File: src/hw/rtl/ascl_pkg.sv
// Shared types, constants and segment tables for the converter scaling block.
package ascl_pkg;

    localparam int SAMPLE_BITS = 12;
    localparam int KIND_W      = 3;
    localparam int GAIN_W      = 16;
    localparam int OUT_W       = 22;
    localparam int CFG_IDX_W   = 3;

    localparam logic [OUT_W-1:0] OUT_MAX = '1;

    // divide by 100: multiply by ceil(2^37/100), exact for any 32-bit product
    localparam int             PROD_W        = SAMPLE_BITS + GAIN_W;
    localparam int             DIV100_MAG_W  = 31;
    localparam logic [DIV100_MAG_W-1:0] DIV100_MAGIC = 31'd1374389535;
    localparam int             DIV100_SHIFT  = 37;
    localparam int             MPROD_W       = PROD_W + DIV100_MAG_W;
    localparam int             QUOT_W        = MPROD_W - DIV100_SHIFT;

    // current linearization
    localparam int LIN_X_W   = 12;
    localparam int SEG_COUNT = 15;
    localparam int SEG_W     = 4;
    localparam int D_W       = 9;
    localparam int STEP_W    = 13;
    localparam int NUM_W     = 21;
    localparam int LMAG_W    = 29;
    localparam int LSHIFT    = 32;
    localparam int LPROD_W   = NUM_W + LMAG_W;
    localparam int LVAL_W    = 16;

    localparam logic [LIN_X_W-1:0] LIN_LOW  = 12'd15;
    localparam logic [LIN_X_W-1:0] LIN_HIGH = 12'd3403;
    localparam logic [LVAL_W-1:0]  LIN_SAT  = 16'd50000;

    localparam logic [KIND_W-1:0] CH_BATTERY     = 3'd0;
    localparam logic [KIND_W-1:0] CH_CURRENT     = 3'd1;
    localparam logic [KIND_W-1:0] CH_POWER_GOOD  = 3'd2;
    localparam logic [KIND_W-1:0] CH_CHARGER_OUT = 3'd3;
    localparam logic [KIND_W-1:0] CH_INPUT_VOLT  = 3'd4;

    localparam logic [GAIN_W-1:0] GAIN_BATTERY_RST     = 16'd1410;
    localparam logic [GAIN_W-1:0] GAIN_CURRENT_RST     = 16'd1000;
    localparam logic [GAIN_W-1:0] GAIN_POWER_GOOD_RST  = 16'd1000;
    localparam logic [GAIN_W-1:0] GAIN_CHARGER_OUT_RST = 16'd1110;
    localparam logic [GAIN_W-1:0] GAIN_INPUT_VOLT_RST  = 16'd5590;

    typedef enum logic [CFG_IDX_W-1:0] {
        REG_GAIN_BATTERY     = 3'd0,
        REG_GAIN_CURRENT     = 3'd1,
        REG_GAIN_POWER_GOOD  = 3'd2,
        REG_GAIN_CHARGER_OUT = 3'd3,
        REG_GAIN_INPUT_VOLT  = 3'd4
    } t_reg_idx;

    typedef enum logic [1:0] {
        LIN_ZERO,
        LIN_SEG,
        LIN_FULL
    } t_lin_mode;

    typedef struct packed {
        logic [KIND_W-1:0]      kind;
        logic [SAMPLE_BITS-1:0] sample;
    } t_ascl_in;

    typedef struct packed {
        logic [KIND_W-1:0] out_channel;
        logic [OUT_W-1:0]  scaled_value;
    } t_ascl_out;

    // item handed from the scaling stages to the linearizer
    typedef struct packed {
        logic              valid;
        logic [KIND_W-1:0] kind;
        logic [QUOT_W-1:0] value;
    } t_ascl_mid;

    function automatic logic [LIN_X_W-1:0] seg_upper(input logic [SEG_W-1:0] idx);
        logic [LIN_X_W-1:0] v;
        case (idx)
            4'd0:    v = 12'd110;
            4'd1:    v = 12'd124;
            4'd2:    v = 12'd137;
            4'd3:    v = 12'd151;
            4'd4:    v = 12'd164;
            4'd5:    v = 12'd427;
            4'd6:    v = 12'd758;
            4'd7:    v = 12'd1089;
            4'd8:    v = 12'd1420;
            4'd9:    v = 12'd1750;
            4'd10:   v = 12'd2081;
            4'd11:   v = 12'd2412;
            4'd12:   v = 12'd2742;
            4'd13:   v = 12'd3073;
            default: v = 12'd3403;
        endcase
        return v;
    endfunction

    function automatic logic [LIN_X_W-1:0] seg_start(input logic [SEG_W-1:0] idx);
        logic [LIN_X_W-1:0] v;
        case (idx)
            4'd0:    v = 12'd15;
            4'd1:    v = 12'd110;
            4'd2:    v = 12'd124;
            4'd3:    v = 12'd137;
            4'd4:    v = 12'd151;
            4'd5:    v = 12'd164;
            4'd6:    v = 12'd427;
            4'd7:    v = 12'd758;
            4'd8:    v = 12'd1089;
            4'd9:    v = 12'd1420;
            4'd10:   v = 12'd1750;
            4'd11:   v = 12'd2081;
            4'd12:   v = 12'd2412;
            4'd13:   v = 12'd2742;
            default: v = 12'd3073;
        endcase
        return v;
    endfunction

    function automatic logic [LVAL_W-1:0] seg_base(input logic [SEG_W-1:0] idx);
        logic [LVAL_W-1:0] v;
        case (idx)
            4'd0:    v = 16'd0;
            4'd1:    v = 16'd200;
            4'd2:    v = 16'd400;
            4'd3:    v = 16'd600;
            4'd4:    v = 16'd800;
            4'd5:    v = 16'd1000;
            4'd6:    v = 16'd5000;
            4'd7:    v = 16'd10000;
            4'd8:    v = 16'd15000;
            4'd9:    v = 16'd20000;
            4'd10:   v = 16'd25000;
            4'd11:   v = 16'd30000;
            4'd12:   v = 16'd35000;
            4'd13:   v = 16'd40000;
            default: v = 16'd45000;
        endcase
        return v;
    endfunction

    function automatic logic [STEP_W-1:0] seg_step(input logic [SEG_W-1:0] idx);
        logic [STEP_W-1:0] v;
        if (idx <= 4'd5) begin
            v = 13'd200;
        end else if (idx == 4'd6) begin
            v = 13'd4000;
        end else begin
            v = 13'd5000;
        end
        return v;
    endfunction

    // ceil(2^32 / width): exact quotient for numerators below 2^21
    function automatic logic [LMAG_W-1:0] seg_magic(input logic [SEG_W-1:0] idx);
        logic [LMAG_W-1:0] v;
        case (idx)
            4'd0:                 v = 29'd45210183;   // width 95
            4'd1, 4'd3:           v = 29'd306783379;  // width 14
            4'd2, 4'd4:           v = 29'd330382100;  // width 13
            4'd5:                 v = 29'd16330675;   // width 263
            4'd9, 4'd12, 4'd14:   v = 29'd13015053;   // width 330
            default:              v = 29'd12975733;   // width 331
        endcase
        return v;
    endfunction

endpackage

File: src/hw/rtl/ascl_lin.sv
// Back half of the pipeline: current-channel linearization and output register.
module ascl_lin (
    input  logic                  i_clk,
    input  logic                  i_rst_n,
    input  logic                  i_adv,
    input  ascl_pkg::t_ascl_mid   i_mid,
    output logic                  o_valid,
    output ascl_pkg::t_ascl_out   o_data
);
    import ascl_pkg::*;

    localparam int QX_W = (QUOT_W > OUT_W) ? QUOT_W : OUT_W;

    logic [QX_W-1:0]    q_ext;
    logic [OUT_W-1:0]   pass_val;
    logic [LIN_X_W-1:0] x_lo;
    logic               below;
    logic               above;
    logic [SEG_W-1:0]   seg;
    t_lin_mode          mode;

    // stage 1: segment search
    logic               r1_valid;
    logic [KIND_W-1:0]  r1_kind;
    logic               r1_cur;
    t_lin_mode          r1_mode;
    logic [SEG_W-1:0]   r1_seg;
    logic [D_W-1:0]     r1_d;
    logic [OUT_W-1:0]   r1_pass;
    // stage 2: step * offset
    logic               r2_valid;
    logic [KIND_W-1:0]  r2_kind;
    logic               r2_cur;
    t_lin_mode          r2_mode;
    logic [SEG_W-1:0]   r2_seg;
    logic [NUM_W-1:0]   r2_num;
    logic [OUT_W-1:0]   r2_pass;
    // stage 3: reciprocal multiply
    logic               r3_valid;
    logic [KIND_W-1:0]  r3_kind;
    logic               r3_cur;
    t_lin_mode          r3_mode;
    logic [SEG_W-1:0]   r3_seg;
    logic [LPROD_W-1:0] r3_prod;
    logic [OUT_W-1:0]   r3_pass;
    // stage 4: output
    logic               r_out_valid;
    t_ascl_out          r_out;
    t_ascl_out          n_out;

    logic [STEP_W-1:0]  seg_quot;
    logic [LVAL_W-1:0]  lin_val;

    always_comb begin
        q_ext    = QX_W'(i_mid.value);
        pass_val = (q_ext > QX_W'(OUT_MAX)) ? OUT_MAX : OUT_W'(q_ext);
        below    = (q_ext < QX_W'(LIN_LOW));
        above    = (q_ext > QX_W'(LIN_HIGH));
        x_lo     = i_mid.value[LIN_X_W-1:0];
        seg      = SEG_W'(SEG_COUNT - 1);
        for (int i = SEG_COUNT - 1; i >= 0; i--) begin
            if (x_lo <= seg_upper(SEG_W'(i))) begin
                seg = SEG_W'(i);
            end
        end
        if (below) begin
            mode = LIN_ZERO;
        end else if (above) begin
            mode = LIN_FULL;
        end else begin
            mode = LIN_SEG;
        end
    end

    always_ff @(posedge i_clk) begin
        if (!i_rst_n) begin
            r1_valid <= 1'b0;
            r2_valid <= 1'b0;
            r3_valid <= 1'b0;
        end else if (i_adv) begin
            r1_valid <= i_mid.valid;
            r2_valid <= r1_valid;
            r3_valid <= r2_valid;
        end
    end

    always_ff @(posedge i_clk) begin
        if (i_adv) begin
            r1_kind <= i_mid.kind;
            r1_cur  <= (i_mid.kind == CH_CURRENT);
            r1_mode <= mode;
            r1_seg  <= seg;
            r1_d    <= D_W'(x_lo - seg_start(seg));
            r1_pass <= pass_val;

            r2_kind <= r1_kind;
            r2_cur  <= r1_cur;
            r2_mode <= r1_mode;
            r2_seg  <= r1_seg;
            r2_num  <= NUM_W'(NUM_W'(seg_step(r1_seg)) * NUM_W'(r1_d));
            r2_pass <= r1_pass;

            r3_kind <= r2_kind;
            r3_cur  <= r2_cur;
            r3_mode <= r2_mode;
            r3_seg  <= r2_seg;
            r3_prod <= LPROD_W'(r2_num) * LPROD_W'(seg_magic(r2_seg));
            r3_pass <= r2_pass;
        end
    end

    always_comb begin
        seg_quot = r3_prod[LSHIFT +: STEP_W];
        case (r3_mode)
            LIN_ZERO: lin_val = '0;
            LIN_FULL: lin_val = LIN_SAT;
            default:  lin_val = seg_base(r3_seg) + LVAL_W'(seg_quot);
        endcase
        n_out.out_channel  = r3_kind;
        n_out.scaled_value = r3_cur ? OUT_W'(lin_val) : r3_pass;
    end

    always_ff @(posedge i_clk) begin
        if (!i_rst_n) begin
            r_out_valid <= 1'b0;
        end else if (i_adv) begin
            r_out_valid <= r3_valid;
        end
    end

    always_ff @(posedge i_clk) begin
        if (i_adv) begin
            r_out <= n_out;
        end
    end

    assign o_valid = r_out_valid;
    assign o_data  = r_out;

endmodule
File: config.mk
export PLATFORM = sky130hd
export DESIGN_NAME = ascl_lin
export DESIGN_NICKNAME = d
export VERILOG_FILES = /design/src/hw/rtl/ascl_pkg.sv /design/src/hw/rtl/ascl_lin.sv
export SDC_FILE = /design/constraint.sdc
export NUM_CORES = 1
export LEC_CHECK = 0
export BUFFER_PORTS_ARGS = -buffer_cell sky130_fd_sc_hd__buf_2
export CORE_MARGIN = 2
export CORE_UTILIZATION = 30
export DETAILED_ROUTE_END_ITERATION = 8
export PLACE_DENSITY = 0.53
export SYNTH_ARGS = -nofsm -noshare
export SYNTH_HDL_FRONTEND = slang
export SYNTH_SLANG_ARGS = --single-unit
File: constraint.sdc
create_clock -name i_clk -period 5.8 [get_ports i_clk]
set_clock_uncertainty 0.05 [all_clocks]
set_input_delay 1.16 -clock i_clk [delete_from_list [all_inputs] [get_ports i_clk]]
set_output_delay 1.16 -clock i_clk [all_outputs]
set_load 0.05 [all_outputs]
* Yosys cells after proc, flatten, opt, wreduce, memory -nomap -nowiden *
Memories as Yosys holds them, arrays and structs flattened. A register that Yosys moved wholly into a read port is not among the register bits.
Index checks and enable logic that the tools add are counted.

word-level totals
  register bits = 200
  memory bits (read-only) = 832
  output and inout bits = 26
  memories = 3

cells by class
  $add $sub $neg = 2
  $mul = 2
  $lt $le $gt $ge = 18
  eq/ne operators = 3
  multiplexer cells = 25
  reductions and logical operators = 2

memories
  memory           depth  width  read ports  clocked after Yosys merged registers in  wr ports  line             text
  (no name shown)  16     27     1           1                                        0         ascl_pkg.sv:160  case (idx)
  (no name shown)  16     13     1           1                                        0         ascl_pkg.sv:125  case (idx)
  (no name shown)  16     12     1           0                                        0         ascl_pkg.sv:103  case (idx)

operators by type and width
  cell                                                              count
  2-to-1 mux 4 bit                                                  15
  less-or-equal comparator 12 bit, second input constant            4
  multiplier 21 x 29 -> 45 bit                                      1
  2-to-1 mux 13 bit                                                 3
  less-or-equal comparator 12 x 11 -> 1 bit, second input constant  3
  less-or-equal comparator 12 x 8 -> 1 bit, second input constant   3
  2-to-1 mux 16 bit                                                 2
  one-hot mux 16 bit (2 select lines)                               1
  2-to-1 mux 29 bit                                                 1
  less-or-equal comparator 12 x 7 -> 1 bit, second input constant   2
  greater-than comparator 22 x 12 -> 1 bit, second input constant   1
  greater-than comparator 22 bit, second input constant             1
  less-than comparator 22 x 4 -> 1 bit, second input constant       1
  multiplier 13 x 9 -> 21 bit                                       1
  adder 16 x 13 -> 16 bit                                           1
  less-or-equal comparator 12 x 10 -> 1 bit, second input constant  1
  less-or-equal comparator 12 x 9 -> 1 bit, second input constant   1
  2-to-1 mux 9 bit                                                  1
  subtractor 9 bit                                                  1
  == test 4 x 3 -> 1 bit, second input constant                     1
  less-or-equal comparator 4 x 3 -> 1 bit, second input constant    1
  2-to-1 mux 2 bit                                                  2
  == test 3 x 1 -> 1 bit, second input constant                     1
  == test 2 bit, second input constant                              1
  other kinds (2)                                                   2

* Logic depth before layout (Yosys ltp) *
Gate-level depths: netlist of run 1.
An unclocked memory read counts as a cell.

  word-level depth = 18
  gate-level depth with buffers = 26
  mapped depth without buffers = 24

* Least setup slack after synthesis of run 1 *
Ideal clock, no wire load.

  path type = reg2reg
  start = reg (tool-made name)
  end = reg r3_prod[41] (data pin)
  library setup time = 0.279 ns
  arrival = 6.163 ns
  required time = 5.471 ns
  path slack = -0.692 ns
  cell stages (with the launch flop) = 21
  buffers on the path = 2
  clock period less this slack = 6.492 ns
  cell sequence = dfxtp_1 -> clkbuf_1 -> clkbuf_1 -> nand2_1 -> fa_1 -> inv_1 -> fa_1 -> fa_1 -> fa_1 -> fa_1 -> fa_1 -> ha_1 -> ha_1 -> nand4_1 -> nor2_2 -> nand4_1 -> a311oi_2 -> o221ai_2 -> o211a_1 -> o211ai_1 -> o311ai_2

RTL lines
  item                  line             text
  end signal, assigned  ascl_lin.sv:107  r3_prod <= LPROD_W'(r2_num) * LPROD_W'(seg_magic(r2_seg));
  end, declared         ascl_lin.sv:44   logic [LPROD_W-1:0] r3_prod;

* Worst setup path in the final report of run 1 *
  start = reg r2_num[10]
  end = reg r3_prod[41] (data pin)

on the way
  longest elaborated chain between the ends = 1

ends and longest elaborated chain
  item                          line             text
  start, declared               ascl_lin.sv:36   logic [NUM_W-1:0] r2_num;
  start signal, assigned        ascl_lin.sv:100  r2_num <= NUM_W'(NUM_W'(seg_step(r1_seg)) * NUM_W'(r1_d));
  multiplier 21 x 29 -> 45 bit  ascl_lin.sv:107

No other way between the ends.
A chain may end at the register's enable or synchronous reset.

==> results of run 1 <==
-- cell families (layout without fill, tap and decap cells) --
kind of cell             count (synthesis)  after routing  share of synthesized area (%)
buffers and inverters                  683            964                           10.3
adder cells (fa/ha/maj)                676            676                           47.2
AND/OR/NAND/NOR                        617            617                           12.3
AO/OA/AOI/OAI                          198            198                           5.46
flip-flops                             198            198                           22.3
XOR/XNOR                                47             47                           1.65
multiplexers                            18             18                          0.761
other                                    0              1                              0
-- per-layer routing --
metal | track usage (%) | vias up | part of all wire (%)
met1 | 20.9 | 8623 | 44
met3 | 1.92 | 79 | 4.1
li1 | - | 8031 | -
met5 | 0 | - | 0
met2 | 27.0 | 367 | 49
met4 | 4.28 | 0 | 2.5
-- placed cells by master, fill, tap and decap left out, types with 5 or more instances in the layout --
cell       instances
clkbuf_16         17
buf_4            262
fa_1             420
mux2i_1           13
xor2_1            16
a21oi_1           52
o2bb2ai_1          5
dfxtp_2            5
dfxtp_1           29
fa_2              23
and2_1           155
nand2b_1           5
nor2b_1           37
inv_2             15
nand2_2           19
inv_1            559
nor3_1            12
buf_6             16
and2_4            21
a21o_1            15
nand3_1           12
nand4_1            8
inv_8              6
a31oi_1            6
nor2_1            64
xnor2_1           29
and3_1             6
nand2_1          234
ha_1             213
o21ai_0           30
buf_12            23
a211oi_1           6
nor2_2             5
ha_4              18
o21a_1             5
edfxtp_1         161
buf_2             53
-- area by class of cell --
class,count,share of cell area [%]
repair buffers,355,9.61
diodes,1,0.00832
well taps,1070,4.45
clock buffers,17,1.41
multi-input cells,1556,58.1
flip-flops and latches,198,18.6
inverters,577,7.21
clock inverters,15,0.633
-- how the worst max path moves through the flow --
stage | from | to | slack (ns) | cells past startpoint
CTS | r2_num[10]$_DFFE_PP_ | r3_prod[41]$_DFFE_PP_ | -0.91 | 23
global route | r2_num[9]$_DFFE_PP_ | r3_prod[43]$_DFFE_PP_ | -1.0 | 23
global placement | flip-flop | r3_prod[44]$_DFFE_PP_ | -1.21 | 18
floorplan | flip-flop | r3_prod[41]$_DFFE_PP_ | -0.13 | 22
detailed placement | flip-flop | r3_prod[44]$_DFFE_PP_ | -1.24 | 18
finish | r2_num[10]$_DFFE_PP_ | r3_prod[41]$_DFFE_PP_ | -0.85 | 22
-- per-stage QoR --
step | instances | utilization, % | setup TNS (ns)
5_1_grt | 3788 | 36.6 | -11.47
6_report | 3789 | 36.6 | -9.46
2_1_floorplan | 2437 | - | -0.620
3_3_place_gp | 3729 | 35.0 | -14.10
3_5_place_dp | 3729 | 35.0 | -13.96
4_1_cts | 3782 | 36.2 | -10.54
-- critical path, stage by stage, from the launching register on --
cell	delay, ns
edfxtp_1	0.44
buf_6	0.15
buf_4	0.14
and2_4	0.15
fa_1	0.51
fa_1	0.54
inv_1	0.05
fa_2	0.52
inv_1	0.05
fa_1	0.46
fa_1	0.51
fa_1	0.41
ha_1	0.29
ha_1	0.30
nand4_1	0.19
nor2_2	0.19
nand4_1	0.17
a311oi_4	0.35
buf_6	0.20
o221ai_4	0.11
o211a_1	0.26
o211ai_1	0.21
o311ai_2	0.13
-- repair_timing --
item / in CTS / in global routing
setup endpoints to repair: 13 / 16
gates resized for setup: 40 / 52
pin swaps: 25 / 58
setup buffers: 21 / 9
==> flow_summary.toml, run 1 <==
[yosys]
synth_common_cells = "inv_1 (571), fa_1 (443), nand2_1 (258)"
yosysMostFrequentCell = "inv_1"
synth.distinct_cells = 90
netlist_area_um2 = 25000
netlist.area_leader.share_pct = 35.5
async_flop_share_pct = 0
synth_edf_count = 161
syn-num-nets = 3142
synthTopCellsByArea = "fa_1 (35%), edfxtp_1 (19%), ha_1 (12%)"
synth-warning-count = 0
ys_seq_area_share_pct = 22.3
synthFlopType = "edfxtp_1"
syn_inst = 2437
ys_ff_latch = 198
syn_area_per_cell_um2 = 10.3
yosys.area.top_type = "fa_1"

[run]
cap_viol_max_count = 0

[placed_design]
place_area_um2 = 28800
place_ws_ns = -1.24
io_buffers = 54
place_congestion = 0.954
dpl.hpwl_um = 54900

[global_route]
grt_max_degree = 82
grt.total_usage_pct = 15.7
grt_pass1_vias = 18900
gr-total-overflow = 0
antenna_found_initial = 0
grt_pass1_wl_um = 105000

[outcome]
status = "finished, violations left"
violations = "setup timing"

[sta]
fin_crit_sh_pct = 115
max_freq_mhz = 150
finalHoldViolCount = 0
tightestPinTransition_ns = 1.00
finalCriticalPeriod_ns = 6.65
rsz0062_at_grt = "yes"
slew-limit-headroom_pct = 33.3
final_max_slew_viol_count = 0
setup_violations = 13
layout_setup_ws_ns = -0.850
holdWs_ns = 0.368

[worst_setup_path]
critPathArrivalTime_ns = 6.78
r2r_slack_ns = -0.85
r2r_end = "r3_prod[41]$_DFFE_PP_"
crit_fanout = 3
path_class = "reg2reg"
r2r_cells = 22
rr_startpoint = "r2_num[10]$_DFFE_PP_"
critPathRequiredTime_ns = 5.93
start_kind = "flip-flop"
critPathCaptureType = "flip-flop"

[layout]
seqCellArea_um2 = 5590
multi_input_area_um2 = 17500
layout-drive-gt1-share_pct = 20.4
num-nets-final = 3410
final_cell_area_um2 = 30100
fillers = 8191
syn_to_final_growth_pct = 20.3

[min_path]
min-delay-start = "r2_pass[6]$_DFFE_PP_"
holdCritPathClass = "reg2reg"
hold_path_end = "r3_pass[6]$_DFFE_PP_"
holdPathStages = 0

[floorplan]
core_area_um2 = 82200
io-pin-count = 55
start_util_pct = 30.4
die_area_um2 = 85600
die_h_um = 293
rows = 105
die_w_um = 293

[clocking]
clock_latency_ns = 0.44
cts_made_buffers = 17
holdBufCountCts = 0
htree_levels = 4
cts_tree = "built"
clock-sinks = 198
clk_path_buf_depth = 2
clk_pin_slew_ns = 0.08
cts-root-buf = "clkbuf_16"

[drt]
drc_errors = 0
drtIter0Drc = 734
wl_per_cell_um = 17.1
ant_nets = 0
routed_via_density = 4.51
vias = 17100
first_pass_iters = 5
routed_wl_um = 64800
Power of run 1 is not shown: default switching activity piles up to over one toggle a cycle in this logic, so the estimate is an artifact.
==> inputs of run 2 (changes only) <==
--- a/config.mk
+++ b/config.mk
@@ -6,7 +6,6 @@
 export NUM_CORES = 1
 export LEC_CHECK = 0
 export BUFFER_PORTS_ARGS = -buffer_cell sky130_fd_sc_hd__buf_2
-export CORE_MARGIN = 2
 export CORE_UTILIZATION = 30
 export DETAILED_ROUTE_END_ITERATION = 8
 export PLACE_DENSITY = 0.53
==> flow_summary.toml, run 2 (synthesis gave the netlist of run 1 again) <==
[drt]
ant_nets = 0
vias = 17100
routed_wl_um = 64900
first_pass_iters = 5
routed_via_density = 4.51
drc_errors = 0
drtIter0Drc = 841
wl_per_cell_um = 17.2

[layout]
layout.cells.most_common_list = "inv_1 (559), fa_1 (412), buf_4 (256)"
fin_util_pct = 36.4
finalNonFillerCells = 3779
layout-drive-gt1-share_pct = 19.5
syn_to_final_growth_pct = 19.7
diodes = 0
final_common_cell = "inv_1"
final_cell_area_um2 = 29900
num-nets-final = 3401

[worst_setup_path]
critPathArrivalTime_ns = 6.68
crit_fanout = 8
critPathCaptureType = "flip-flop"
start_kind = "flip-flop"
path_class = "reg2reg"
critPathRequiredTime_ns = 5.93

[clocking]
cts_tree = "built"
clk_pin_slew_ns = 0.09
cts_made_buffers = 17
cts-root-buf = "clkbuf_16"
htree_levels = 4
clk_path_buf_depth = 2
clock-sinks = 198
clock_latency_ns = 0.44

[placed_design]
place_congestion = 0.939
dp_cells = 3720
dpl.hpwl_um = 54900
io_buffers = 54
place_area_um2 = 28800
place_ws_ns = -0.866

[floorplan]
die_w_um = 291
core_area_um2 = 82200
die_h_um = 291
start_util_pct = 30.4
die_area_um2 = 84400
io-pin-count = 55
rows = 105

[sta]
max_freq_mhz = 153
finalCriticalPeriod_ns = 6.55
tightestPinTransition_ns = 1.06
setup_violations = 13
finalHoldViolCount = 0
slew-limit-headroom_pct = 29.4
layout_setup_ws_ns = -0.749
final_max_slew_viol_count = 0
rsz0062_at_grt = "yes"
fin_crit_sh_pct = 113

[global_route]
grt.total_usage_pct = 16.0
grt_pass1_vias = 19100
grt_max_degree = 88
gr-total-overflow = 0
antenna_found_initial = 1
grt_pass1_wl_um = 106000

[outcome]
status = "finished, violations left"
violations = "setup timing"

[min_path]
holdCritPathClass = "reg2reg"

[run]
cap_viol_max_count = 0
==> run 2: cell types whose count changed in the layout (fill, tap and decap cells not counted), moves of 5 or more <==
| cell | delta |
|---|---|
| ha_1 | +6 |
| fa_1 | -8 |
| buf_6 | -7 |
| inv_16 | +5 |
| buf_4 | -6 |
| fa_2 | +8 |
| ha_4 | -5 |
==> run 2: path summary, 6_finish.rpt <==
| path | depth (start not counted) | slack [ns] | endpoint | from |
|---|---|---|---|---|
| worst max-delay path | 20 | -0.75 | r3_prod[41]$_DFFE_PP_ | r2_num[14]$_DFFE_PP_ |
| worst max register to register | 20 | -0.75 | r3_prod[41]$_DFFE_PP_ | r2_num[14]$_DFFE_PP_ |
| worst min-delay path | 0 | 0.37 | r3_pass[18]$_DFFE_PP_ | r2_pass[18]$_DFFE_PP_ |
| worst min register to register | 0 | 0.37 | r3_pass[18]$_DFFE_PP_ | r2_pass[18]$_DFFE_PP_ |
==> run 2: layout make-up <==
type                            instances  area (um^2)
Fill cell                            8219        52300
Tap cell                             1070         1340
Clock buffer                           17          425
Inverter                              577         2170
Timing Repair Buffer                  346         2850
Clock inverter                         15          240
Multi-Input combinational cell       1556        17300
Sequential cell                       198         5600
==> run 2: what timing repair did <==
item / CTS / global route
setup endpoints to repair: 13 / 13
gates resized for setup: 25 / 34
buffers inserted: 15 / 12
hold buffers: 0 / 0
pin swaps: 11 / 21
cloned: 0 / 1
==> run 2: metrics by stage <==
stage,setup TNS [ns],hold WS (ns)
global route,-10.61,0.379
floorplan,-0.620,0.350
CTS,-8.78,0.368
finish,-8.42,0.366
global placement,-9.19,0.351
detailed placement,-9.72,0.355
==> run 2: routing by layer <==
metal | wire, um | up-vias | GRT usage, % | part of all wire (%)
li1 | - | 8010 | - | -
met1 | 28200 | 8609 | 20.9 | 43
met2 | 32100 | 354 | 27.4 | 49
met3 | 3000 | 83 | 2.45 | 4.6
met4 | 1580 | 2 | 4.34 | 2.4
met5 | 13 | - | 0 | 0.020
==> run 2: worst max-delay path: stages, from the launching register on <==
cell and delay (ns):
edfxtp_1 0.49, buf_6 0.19, and2_1 0.15, buf_4 0.14
fa_1 0.48, fa_1 0.53, fa_2 0.60, fa_2 0.44
fa_2 0.54, fa_2 0.45, ha_4 0.18, ha_1 0.27
nand4_1 0.19, nor2_2 0.21, nand4_1 0.17, a311oi_4 0.28
buf_12 0.18, o221ai_2 0.11, o211a_1 0.28, o211ai_1 0.21
o311ai_2 0.13
Power of run 2 is left out for the same reason.
==> inputs of run 3 (changes only) <==
--- a/config.mk
+++ b/config.mk
@@ -9,6 +9,7 @@
 export CORE_UTILIZATION = 30
 export DETAILED_ROUTE_END_ITERATION = 8
 export PLACE_DENSITY = 0.53
+export SETUP_SLACK_MARGIN = 0.05
 export SYNTH_ARGS = -nofsm -noshare
 export SYNTH_HDL_FRONTEND = slang
 export SYNTH_SLANG_ARGS = --single-unit
==> flow_summary.toml, run 3 (synthesis gave the netlist of run 1 again) <==
[clocking]
cts-root-buf = "clkbuf_16"
cts_made_buffers = 17
clk_path_buf_depth = 2
htree_levels = 4
holdBufCountCts = 0
clk_pin_slew_ns = 0.08
clock_latency_ns = 0.47
cts_tree = "built"
clock-sinks = 198

[drt]
wl_per_cell_um = 17.3
drtIter0Drc = 896
drc_errors = 0
ant_nets = 0
routed_via_density = 4.55
first_pass_iters = 5
vias = 17200
routed_wl_um = 65400

[worst_setup_path]
start_kind = "flip-flop"
crit_buf_inv = 8
critPathCaptureType = "flip-flop"
cp_top_family = "adder cells"
r2r_cells = 24
crit_cells = 24
slowest_delay_ns = 0.55
critPathArrivalTime_ns = 6.81
path_class = "reg2reg"
critPathRequiredTime_ns = 5.96
worstPathCellList = "buf_12 -> buf_6 -> and2_4 -> fa_1 -> fa_1 -> inv_1 -> fa_2 -> inv_1 -> fa_1 -> fa_1 -> fa_1 -> ha_4 -> ha_4 -> nand4_1 -> nor2_2 -> nand4_1 -> a311oi_4 -> buf_6 -> o211ai_4 -> buf_4 -> buf_6 -> and2_4 -> buf_6 -> xnor2_2"
slowest_stage = "fa_1"
crit_fanout = 7
path_common_cell = "fa_1"

[placed_design]
place_ws_ns = -1.24
place_congestion = 0.935
dpl.hpwl_um = 55500
dp_cells = 3719
io_buffers = 54

[layout]
num-nets-final = 3411
finalNonFillerCells = 3789
layout.cells.most_common_list = "inv_1 (555), fa_1 (408), buf_4 (257)"
fin_util_pct = 36.7
syn_to_final_growth_pct = 20.8
final_common_cell = "inv_1"
layout-drive-gt1-share_pct = 21.2
fillers = 8224
diodes = 0

[outcome]
status = "finished, violations left"
violations = "setup timing"

[sta]
fin_crit_sh_pct = 115
rsz0062_at_grt = "yes"
slew-limit-headroom_pct = 40.3
max_freq_mhz = 150
finalCriticalPeriod_ns = 6.65
final_max_slew_viol_count = 0
setup_violations = 13
layout_setup_ws_ns = -0.847
tightestPinTransition_ns = 0.870
finalHoldViolCount = 0

[floorplan]
die_w_um = 291
core_area_um2 = 82200
io-pin-count = 55
die_area_um2 = 84400
rows = 105
die_h_um = 291
start_util_pct = 30.4

[global_route]
grt_max_degree = 74
antenna_found_initial = 0
grt_pass1_wl_um = 106000
grt_pass1_vias = 19300
gr-total-overflow = 0
grt.total_usage_pct = 16.1

[run]
cap_viol_max_count = 0

[min_path]
holdCritPathClass = "reg2reg"
holdPathStages = 0
==> run 3: cell count changes in the layout (fill, tap and decap cells not counted), sizes merged <==
cell	before	now
buf	345	356
clkbuf	18	17
inv	584	587
clkinv	8	5
==> run 3: metrics by stage <==
step	setup TNS (ns)	cell area [um^2]	hold WS, ns
after global placement	-14.09	28700	0.350
final	-9.50	30200	0.372
after global routing	-11.76	30200	0.381
after CTS	-9.58	30000	0.373
after floorplan	-0.621	25700	0.350
after detailed placement	-14.44	28700	0.355
==> run 3: metal layers <==
metal	share of wire, %	vias to the layer above	global-route usage (%)
li1	-	8024	-
met1	44	8804	20.9
met2	50	327	28.1
met3	3.5	78	1.80
met4	2.6	0	4.99
met5	0	-	0
==> run 3: worst paths after layout <==
| check | startpoint | end | slack (ns) |
|---|---|---|---|
| hold reg to reg | r1_pass[5]$_SDFFCE_PN1P_ | r2_pass[5]$_DFFE_PP_ | 0.37 |
| setup reg to reg | r2_num[11]$_DFFE_PP_ | r3_prod[34]$_DFFE_PP_ | -0.85 |
| hold / removal | r1_pass[5]$_SDFFCE_PN1P_ | r2_pass[5]$_DFFE_PP_ | 0.37 |
| setup / recovery | r2_num[11]$_DFFE_PP_ | r3_prod[34]$_DFFE_PP_ | -0.85 |
==> run 3: worst register-to-register path, stage by stage (launching register included) <==
cell and delay [ns]:
edfxtp_1 0.42, buf_12 0.17, buf_6 0.13, and2_4 0.15
fa_1 0.48, fa_1 0.50, inv_1 0.06, fa_2 0.52
inv_1 0.05, fa_1 0.52, fa_1 0.44, fa_1 0.55
ha_4 0.22, ha_4 0.26, nand4_1 0.22, nor2_2 0.20
nand4_1 0.16, a311oi_4 0.39, buf_6 0.20, o211ai_4 0.12
buf_4 0.15, buf_6 0.10, and2_4 0.13, buf_6 0.12
xnor2_2 0.12
==> run 3: cell type report <==
cell class	count	area (um^2)	share of cell area, %
Timing Repair Buffer	356	2880	9.54
Inverter	577	2170	7.19
Tap cell	1070	1340	4.44
Multi-Input combinational cell	1556	17600	58.3
Sequential cell	198	5590	18.5
Clock buffer	17	425	1.41
Clock inverter	15	183	0.605
==> run 3: timing repair <==
item                       4_1_cts  5_1_grt
gates resized for setup         95       27
gates cloned                     0        0
buffers inserted                35        4
setup endpoints to repair       13       15
pin swaps                       72       33
Power of run 3 is left out for the same reason.
